$ cat config.mk
export PLATFORM = sky130hd
export DESIGN_NAME = gsi_ctrl
export DESIGN_NICKNAME = d
export VERILOG_FILES = /design/src/rtl/gsi_pkg.sv /design/src/rtl/gsi_ctrl.sv
export SDC_FILE = /design/constraint.sdc
export NUM_CORES = 1
export LEC_CHECK = 0
export BUFFER_PORTS_ARGS = -buffer_cell sky130_fd_sc_hd__buf_4
export CAP_MARGIN = 20
export CORE_MARGIN = 10
export CORE_UTILIZATION = 30
export CTS_CLUSTER_DIAMETER = 30
export DETAILED_ROUTE_END_ITERATION = 10
export GPL_ROUTABILITY_DRIVEN = 1
export GPL_TIMING_DRIVEN = 1
export PLACE_DENSITY = 0.69
export SYNTH_ARGS = -nofsm -noshare
export SYNTH_HDL_FRONTEND = slang
export SYNTH_SLANG_ARGS = --single-unit
$ cat constraint.sdc
create_clock -name clk -period 2.4 [get_ports clk]
set_clock_uncertainty 0.1 [all_clocks]
set_input_delay 0.12 -clock clk [delete_from_list [all_inputs] [get_ports clk]]
set_output_delay 0.12 -clock clk [all_outputs]
set_load 0.01 [all_outputs]
$ cat src/rtl/gsi_pkg.sv
`timescale 1ns / 1ps
`default_nettype none
// ----------------------------------------------------------------------------
// gsi_pkg
// shared types, constants and state encoding for the sample interpolator
// ----------------------------------------------------------------------------
package gsi_pkg;

    localparam int TABLE_DEPTH_DEF   = 1024;
    localparam int FRACTION_BITS_DEF = 16;
    localparam int STAMP_W           = 48;
    localparam int VAL_W             = 24;
    localparam int SIDX_W            = 10;
    // fill value for invalid field data: zero (half of the file fill, scaled out)
    localparam logic [VAL_W-1:0] FILL_HALF = '0;

    localparam logic [1:0] MODE_CLEAR  = 2'd0;
    localparam logic [1:0] MODE_APPEND = 2'd1;
    localparam logic [1:0] MODE_QUERY  = 2'd2;

    localparam logic [1:0] STAT_OK    = 2'd0;
    localparam logic [1:0] STAT_RANGE = 2'd1;
    localparam logic [1:0] STAT_EMPTY = 2'd2;

    typedef struct packed {
        logic [1:0]               mode;
        logic [STAMP_W-1:0]       stamp_ms;
        logic signed [VAL_W-1:0]  in_bx;
        logic signed [VAL_W-1:0]  in_by;
        logic signed [VAL_W-1:0]  in_bz;
        logic signed [VAL_W-1:0]  in_vx;
        logic signed [VAL_W-1:0]  in_kp;
        logic                     in_field_ok;
        logic                     in_vx_ok;
        logic                     in_kp_ok;
    } gsi_in_t;

    typedef struct packed {
        logic signed [VAL_W-1:0]  out_bx;
        logic signed [VAL_W-1:0]  out_by;
        logic signed [VAL_W-1:0]  out_bz;
        logic signed [VAL_W-1:0]  out_vx;
        logic signed [VAL_W-1:0]  out_kp;
        logic                     field_found;
        logic [1:0]               status;
        logic [SIDX_W-1:0]        start_index;
    } gsi_out_t;

    typedef enum logic [3:0] {
        ST_IDLE,
        ST_SCAN,
        ST_UP,
        ST_DOWN,
        ST_RDLO,
        ST_RDHI,
        ST_DIV,
        ST_MUL,
        ST_SUM,
        ST_OUT
    } gsi_state_t;

    // controller -> datapath
    typedef struct packed {
        logic load_in;
        logic append;
        logic clear;
        logic rd_i;      // read entry at scan pointer
        logic step_i;    // advance scan pointer
        logic init_up;   // hi pointer from i
        logic rd_up;     // read entry at hi pointer
        logic step_up;
        logic init_dn;   // lo pointer from i-1
        logic rd_dn;     // read entry at lo pointer
        logic step_dn;
        logic rd_lo;
        logic rd_hi;
        logic cap_lo;
        logic cap_hi;
        logic div_init;
        logic div_step;
        logic mul;
        logic sum;
        logic finish;
    } gsi_cmd_t;

    // datapath -> controller
    typedef struct packed {
        logic is_query;
        logic is_append;
        logic is_clear;
        logic empty;
        logic scan_stop;  // i == cnt or stamp[i] > t (data valid)
        logic up_stop;
        logic dn_stop;
        logic div_done;
    } gsi_stat_t;

endpackage
`default_nettype wire

$ cat src/rtl/gsi_ctrl.sv
`timescale 1ns / 1ps
`default_nettype none
// ----------------------------------------------------------------------------
// gsi_ctrl
// sequencer for clear, append and the query walk
// ----------------------------------------------------------------------------
module gsi_ctrl (
    input  wire logic               clk,
    input  wire logic               rst_n,
    input  wire logic               in_fire,
    input  wire logic               out_free,
    input  wire gsi_pkg::gsi_stat_t st,
    output gsi_pkg::gsi_cmd_t       cmd,
    output logic                    busy
);
    import gsi_pkg::*;

    gsi_state_t state_reg, state_next;
    // every table read is split into an issue phase, then a look phase
    logic       ph_reg, ph_next;

    always_ff @(posedge clk or negedge rst_n)
    begin
        if (!rst_n)
        begin
            state_reg <= ST_IDLE;
            ph_reg    <= 1'b0;
        end
        else
        begin
            state_reg <= state_next;
            ph_reg    <= ph_next;
        end
    end

    always_comb
    begin
        state_next = state_reg;
        ph_next    = 1'b0;
        case (state_reg)
            ST_IDLE:
            begin
                if (in_fire)
                begin
                    state_next = ST_SCAN;
                end
            end
            ST_SCAN:
            begin
                if (!st.is_query)
                begin
                    state_next = ST_IDLE;
                end
                else if (st.empty)
                begin
                    state_next = ST_OUT;
                end
                else if (!ph_reg)
                begin
                    ph_next = 1'b1;
                end
                else if (st.scan_stop)
                begin
                    state_next = ST_UP;
                end
            end
            ST_UP:
            begin
                if (!ph_reg)
                begin
                    ph_next = 1'b1;
                end
                else if (st.up_stop)
                begin
                    state_next = ST_DOWN;
                end
            end
            ST_DOWN:
            begin
                if (!ph_reg)
                begin
                    ph_next = 1'b1;
                end
                else if (st.dn_stop)
                begin
                    state_next = ST_RDLO;
                end
            end
            ST_RDLO:
            begin
                ph_next = !ph_reg;
                if (ph_reg)
                begin
                    state_next = ST_RDHI;
                end
            end
            ST_RDHI:
            begin
                ph_next = !ph_reg;
                if (ph_reg)
                begin
                    state_next = ST_DIV;
                end
            end
            ST_DIV:
            begin
                if (ph_reg && st.div_done)
                begin
                    state_next = ST_MUL;
                end
                ph_next = 1'b1;
            end
            ST_MUL:    state_next = ST_SUM;
            ST_SUM:    state_next = ST_OUT;
            ST_OUT:
            begin
                if (out_free)
                begin
                    state_next = ST_IDLE;
                end
            end
            default:   state_next = ST_IDLE;
        endcase
    end

    always_comb
    begin
        cmd  = '0;
        busy = (state_reg != ST_IDLE);
        case (state_reg)
            ST_IDLE:
            begin
                cmd.load_in = in_fire;
            end
            ST_SCAN:
            begin
                cmd.append = !ph_reg && st.is_append;
                cmd.clear  = !ph_reg && st.is_clear;
                cmd.rd_i   = st.is_query && !st.empty && !ph_reg;
                cmd.step_i = st.is_query && !st.empty && ph_reg && !st.scan_stop;
                cmd.init_up = st.is_query && !st.empty && ph_reg && st.scan_stop;
            end
            ST_UP:
            begin
                cmd.rd_up   = !ph_reg;
                cmd.step_up = ph_reg && !st.up_stop;
                cmd.init_dn = ph_reg && st.up_stop;
            end
            ST_DOWN:
            begin
                cmd.rd_dn   = !ph_reg;
                cmd.step_dn = ph_reg && !st.dn_stop;
            end
            ST_RDLO:
            begin
                cmd.rd_lo  = !ph_reg;
                cmd.cap_lo = ph_reg;
            end
            ST_RDHI:
            begin
                cmd.rd_hi  = !ph_reg;
                cmd.cap_hi = ph_reg;
            end
            ST_DIV:
            begin
                cmd.div_init = !ph_reg;
                cmd.div_step = ph_reg && !st.div_done;
            end
            ST_MUL:    cmd.mul = 1'b1;
            ST_SUM:    cmd.sum = 1'b1;
            ST_OUT:    cmd.finish = out_free;
            default:   cmd = '0;
        endcase
    end
endmodule
`default_nettype wire

==> metrics.md, run 1 <==
| Metric | Value |
|---|---|
| Most common cell after layout, fill and taps aside | buf_4 |
| GRT Overall Usage | 10.2% |
| Status | complete, no violations |
| Top cell type's share of synthesized area | 21.3% |
| TritonCTS clock tree | done |
| DRT iter0 DRCs | 36 |
| Reg2reg start | state_reg[0] |
| Yosys top cell by area | dfrtp_1 |
| Via count | 727 |
| Area of placed instances | 832 µm² |
| Final WL | 2060 µm |
| Number of synthesized register bits | 5 |
| Fin nets | 130 |
| WS Path Type | reg2reg |
| Antenna violations before repair | 0 |
| First-pass GRT wire length | 3560 µm |
| Most frequent cells in the layout | buf_4, nor2_1, nand2_1 |
| Worst endpoint data arrival time | 2.14 ns |
| Crit end category | flop |
| Final period utilization | 86.4% |
| R2R depth | 5 |
| Cell Rows | 15 |
| WP buf/inv | 0 |
| HP Class | in2async |
| Hold Vio Cnt, Final | 0 |
| Initial Utilization | 32.9% |
| Slew Limit Fails | 0 |
| Seq/Total Area, Yosys | 21.3% |
| Max Clk Rate | 0.482 GHz |
| Inserted Clock Buffers | 3 |
| Crit-path slowest cell | dfrtp_1 |
| Max IR drop VDD | 0.490 mV |
| Hold-fix buffers, CTS | 1 |
| Worst-path clk slew | 0.05 ns |
| Post-CTS setup buffer count | 0 |
| Post-route ant nets | 0 |
| CORE AREA | 0.00178 mm² |
| Slowest stage delay, CP | 0.66 ns |
| Netlist area before placement | 587 µm² |
| Top cells by area, synth | dfrtp_1, and3_1, nor2_1, nor3b_1, nand2_1 |
| Clock buffer depth | 2 |
| RSZ-0062 raised after global routing | no |
| Reg2reg end | state_reg[2] |
| Layout cells sized above 1 | 33.3% |
| R2r setup slk | 0.33 ns |
| Die Ht | 64.2 µm |
| Vias in the first global route | 771 |
| Drt first pass iters | 4 |
| Clock root buffer | clkbuf_4 |
| WP data required | 2.46 ns |
| Largest register FFs | 4 |
| WL per Instance | 14.5 µm |
| Normalized max-slew margin | 65.4% |
| ANT cells | 0 |
| Largest net degree at the start of global routing | 19 |
| # IOs | 33 |
| Via density | 5.12 |
| Clk Latency, worst-skew pair | 0.24 ns |
| Worst-path maximum fanout | 18 |
| Worst-Margin Slew | 0.520 ns |
| Fin Setup TNS | 0 ns |
| Synth Net Count | 98 |
| Post-CTS sizing | 0 |
| Setup violations, final | 0 |
| Post-route cell area | 870 µm² |
| H-tree depth | 1 |
| CP delay by family, top | compound AO/OA/AOI/OAI gates |
| Die area | 0.00412 mm² |
| Power Density | 889 mW/mm² |
| Final min period | 2.07 ns |
| Average size of a mapped cell | 6.82 µm² |
| Die W | 64.2 µm |
| Port buffer count | 32 |
| Max-cap viol count | 0 |
| Routability cong. | 0.874 |
| Ys Warns | 0 |
| Cell variety after synth | 31 |
| Worst Setup Start Kind | flop |
| GRT Residual Overflow | 0 |
| Leakage | 0.407 nW |
| Sink Count | 5 |
| Area grow syn2layout | 48.2% |
| Mapped Cells | 86 |
| Hpwl dp | 1630 µm |
| Worst-path cell chain | nor4bb_1 > o41ai_2 > o2111ai_1 > or3_1 > a21oi_1 |
| Post-route DRC | 0 |
## power breakdown
part	leakage [nW]	switching (W)	internal, W
Sequential	0.0649	0.000104	0.000114
Clock	0.0177	0.0000363	0.0000604
Combinational	0.324	0.000239	0.000220
## how the worst max path moves through the flow
stage          slack [ns]  cells after the start            to          from
2_1_floorplan        0.68                      6  state_reg[2]  state_reg[1]
3_3_place_gp         0.46                      5  state_reg[2]  state_reg[0]
3_5_place_dp         0.38                      5  state_reg[2]  state_reg[0]
4_1_cts              0.36                      5  state_reg[2]  state_reg[0]
5_1_grt              0.17                      5  state_reg[1]  state_reg[0]
6_report             0.33                      5  state_reg[2]  state_reg[0]
## stage by stage
step | setup slack [ns] | power [W] | hold slack [ns] | utilization, % | cells
3_3_place_gp | 0.463 | 0.000662 | -0.177 | 46.7 | 137
4_1_cts | 0.357 | 0.000778 | 0.0999 | 48.8 | 142
6_report | 0.326 | 0.000773 | 0.121 | 48.8 | 142
3_5_place_dp | 0.384 | 0.000674 | -0.175 | 46.7 | 137
5_1_grt | 0.166 | 0.000851 | 0.116 | 48.8 | 142
2_1_floorplan | 0.681 | 0.000522 | -0.276 | - | 86
## worst register-to-register path, stage by stage, from the launching register on
cell,delay (ns)
dfrtp_1,0.66
nor4bb_1,0.17
o41ai_2,0.33
o2111ai_1,0.24
or3_1,0.36
a21oi_1,0.12
## final cells by class
| cell class | count | area, µm² |
|---|---|---|
| Sequential cell | 5 | 125 |
| Multi-Input combinational cell | 71 | 413 |
| Clock inverter | 1 | 5.00 |
| Clock buffer | 3 | 22.5 |
| Timing Repair Buffer | 35 | 265 |
| Tap cell | 25 | 31.3 |
| Inverter | 2 | 7.51 |
| Fill cell | 180 | 913 |
## routing by layer
| layer | vias to the layer above | track usage, % | part of all wire [%] |
|---|---|---|---|
| li1 | 370 | - | - |
| met1 | 325 | 12.7 | 49 |
| met2 | 30 | 15.4 | 43 |
| met3 | 2 | 2.79 | 7.2 |
| met4 | 0 | 5.88 | 0.83 |
| met5 | - | 0 | 0 |
## synth_stat cells
cell type,n
o22ai_1,1
o31ai_1,1
and2_1,1
o21ai_0,5
o21ai_1,1
nor3b_1,5
nand3_1,3
mux2i_1,2
dfrtp_1,5
o2111ai_1,1
a31oi_1,1
and3_1,6
a21oi_1,2
o211ai_1,1
nor4bb_1,1
inv_1,1
o41ai_2,1
nor2b_1,5
nor3_1,5
nand3b_1,1
nand2b_1,2
nor4b_1,1
nor2_1,10
buf_2,3
nand2_1,9
clkinv_1,1
buf_6,1
clkbuf_1,3
buf_1,1
or3_1,1
nor4_1,5
## cells by family (layout without fill, tap and decap cells)
group / after synthesis / count (layout) / synth area share (%)
simple gates: 55 / 55 / 51.2
compound gates: 14 / 14 / 15.8
mux: 2 / 2 / 3.41
buf+inv: 10 / 41 / 8.31
flops: 5 / 5 / 21.3
(Power assumes the default switching activity.)
==> run 2: changes to the inputs <==
- CELL_PAD_IN_SITES_DETAIL_PLACEMENT: unset -> 1
- CELL_PAD_IN_SITES_GLOBAL_PLACEMENT: unset -> 1
- CORE_UTILIZATION: 30 -> 28
- PLACE_DENSITY: 0.69 -> 0.88
==> metrics.md, run 2 (same netlist as run 1, synthesis figures left out) <==
| Metric | Value |
|---|---|
| Status | complete, no violations |
| Hold Vio Cnt, Final | 0 (unchanged) |
| Worst-path cell chain | nor2b_1 > nand3_1 > o2111ai_1 > o21ai_0 > o21ai_0 |
| Fin cells | 144 (+1.4%) |
| Crit-path most repeated cell | o21ai_0 |
| R2R depth | 5 (unchanged) |
| TritonCTS clock tree | done |
| Area grow syn2layout | 48.4% |
| Leakage | 0.404 nW (-0.67%) |
| CORE AREA | 0.00198 mm² (+11%) |
| GRT Overall Usage | 10.7% (+0.45 points) |
| Crit-path slowest cell | dfrtp_1 |
| Largest register FFs | 4 (unchanged) |
| Worst endpoint data arrival time | 2.10 ns (-0.04 ns) |
| Slowest stage delay, CP | 0.63 ns (-0.03 ns) |
| Post-route DRC | 0 (unchanged) |
| WHS | 0.146 ns (+0.0248 ns) |
| First-pass GRT wire length | 3680 µm (+3.5%) |
| Crit end category | flop |
| Cell Rows | 16 (+1) |
| Hpwl dp | 1830 µm (+13%) |
| Met2 usage in global routing | 18.2% (+2.8 points) |
| Fin Setup TNS | 0 ns (unchanged) |
| Drt first pass iters | 4 (unchanged) |
| Power Density | 905 mW/mm² (+1.7%) |
| Die W | 65.8 µm (+2.4%) |
| Worst-path clk slew | 0.04 ns (about the same) |
| Placed cells | 139 (+1.5%) |
| # IOs | 33 (unchanged) |
| Die Ht | 65.8 µm (+2.4%) |
| Met1 Use GR | 11.9% (-0.79 points) |
| DRT iter0 DRCs | 21 (-42%) |
| Largest net degree at the start of global routing | 19 (unchanged) |
| RSZ-0062 raised after global routing | no |
| Antenna violations before repair | 0 (unchanged) |
| Fin nets | 130 (unchanged) |
| Via density | 5.13 (+0.24%) |
| Worst Setup Start Kind | flop |
| H-tree depth | 1 (unchanged) |
| Port buffer count | 32 (unchanged) |
| Inserted Clock Buffers | 3 (unchanged) |
| Max-cap viol count | 0 (unchanged) |
| Max Clk Rate | 0.486 GHz (+0.72%) |
| Post-layout util | 43.9% (-4.8 points) |
| Worst-Margin Slew | 0.482 ns (-0.0380 ns) |
| Normalized max-slew margin | 67.9% (+2.5 points) |
| WS Path Type | reg2reg |
| Vias in the first global route | 734 (-4.8%) |
| Most frequent cells in the layout | buf_4, nor2_1, nand2_1 |
| Setup violations, final | 0 (unchanged) |
| Post-CTS setup buffer count | 0 (unchanged) |
| HP Class | in2async |
| Final Power | 0.000788 W (+1.9%) |
| Final min period | 2.06 ns (-0.0147 ns) |
| Post-route ant nets | 0 (unchanged) |
| Clk Latency, worst-skew pair | 0.24 ns (about the same) |
| Slew Limit Fails | 0 (unchanged) |
| ANT cells | 0 (unchanged) |
| Crit path depth | 5 (unchanged) |
| Sink Count | 5 (unchanged) |
| Clock buffer depth | 2 (unchanged) |
| Final WL | 2310 µm (+12%) |
| WP data required | 2.44 ns (-0.02 ns) |
| Global Route met3 Usage | 3.56% (+0.77 points) |
| Final period utilization | 85.8% (-0.61 points) |
| Initial Utilization | 29.6% (-3.3 points) |
| Most common cell after layout, fill and taps aside | buf_4 |
| GRT Residual Overflow | 0 (unchanged) |
| GRT busiest layer | met2 |
| CP delay by family, top | compound AO/OA/AOI/OAI gates |
| Routability cong. | 0.917 (+4.9%) |
| Layout cells sized above 1 | 32.5% (-0.85 points) |
| WP buf/inv | 0 (unchanged) |
| Max IR drop VDD | 0.499 mV (+1.7%) |
| Via count | 739 (+1.7%) |
| Worst-path maximum fanout | 18 (unchanged) |
| WL per Instance | 16.0 µm (+11%) |
| Die area | 0.00433 mm² (+4.9%) |
| Filler Cell Count | 246 (+37%) |
| Clock root buffer | clkbuf_4 |
-- run 2: path summary, 6_finish.rpt --
kind	slack (ns)	end	startpoint
max in group asynchronous	1.94	state_reg[1]	rst_n
max reg2reg	0.34	state_reg[1]	state_reg[0]
min in group clk	0.19	ph_reg	st[4]
min reg2reg	0.57	state_reg[2]	state_reg[3]
min	0.15	state_reg[3]	rst_n
max	0.34	state_reg[1]	state_reg[0]
-- run 2: cell type report --
class	instances	area (µm²)	share of cell area [%]
repair buffers	35	265	30.5
well taps	27	33.8	3.88
flip-flops and latches	5	125	14.4
clock buffers	4	26.3	3.02
multi-input cells	71	413	47.4
inverters	2	7.51	0.862
-- run 2: repair_timing --
item,CTS,global route
endpoints found under the hold margin,5,0
gates resized for setup,0,0
hold buffers,1,0
-- run 2: metal layers --
layer,up-vias,wire [µm]
met5,-,0
met4,0,19
met3,2,152
met2,28,1110
met1,337,1030
li1,372,-
-- run 2: power breakdown --
part	switching, W	internal, W	total (W)
sequential	0.0000970	0.000114	0.000211
clock	0.0000328	0.0000627	0.0000956
combinational	0.000262	0.000220	0.000482
total	0.000392	0.000396	0.000788
-- run 2: through the flow --
step                instance area (µm²)  setup slack, ns
finish                              871            0.340
global placement                    835            0.429
detailed placement                  835            0.356
CTS                                 871            0.343
global route                        871            0.113
floorplan                           587            0.681
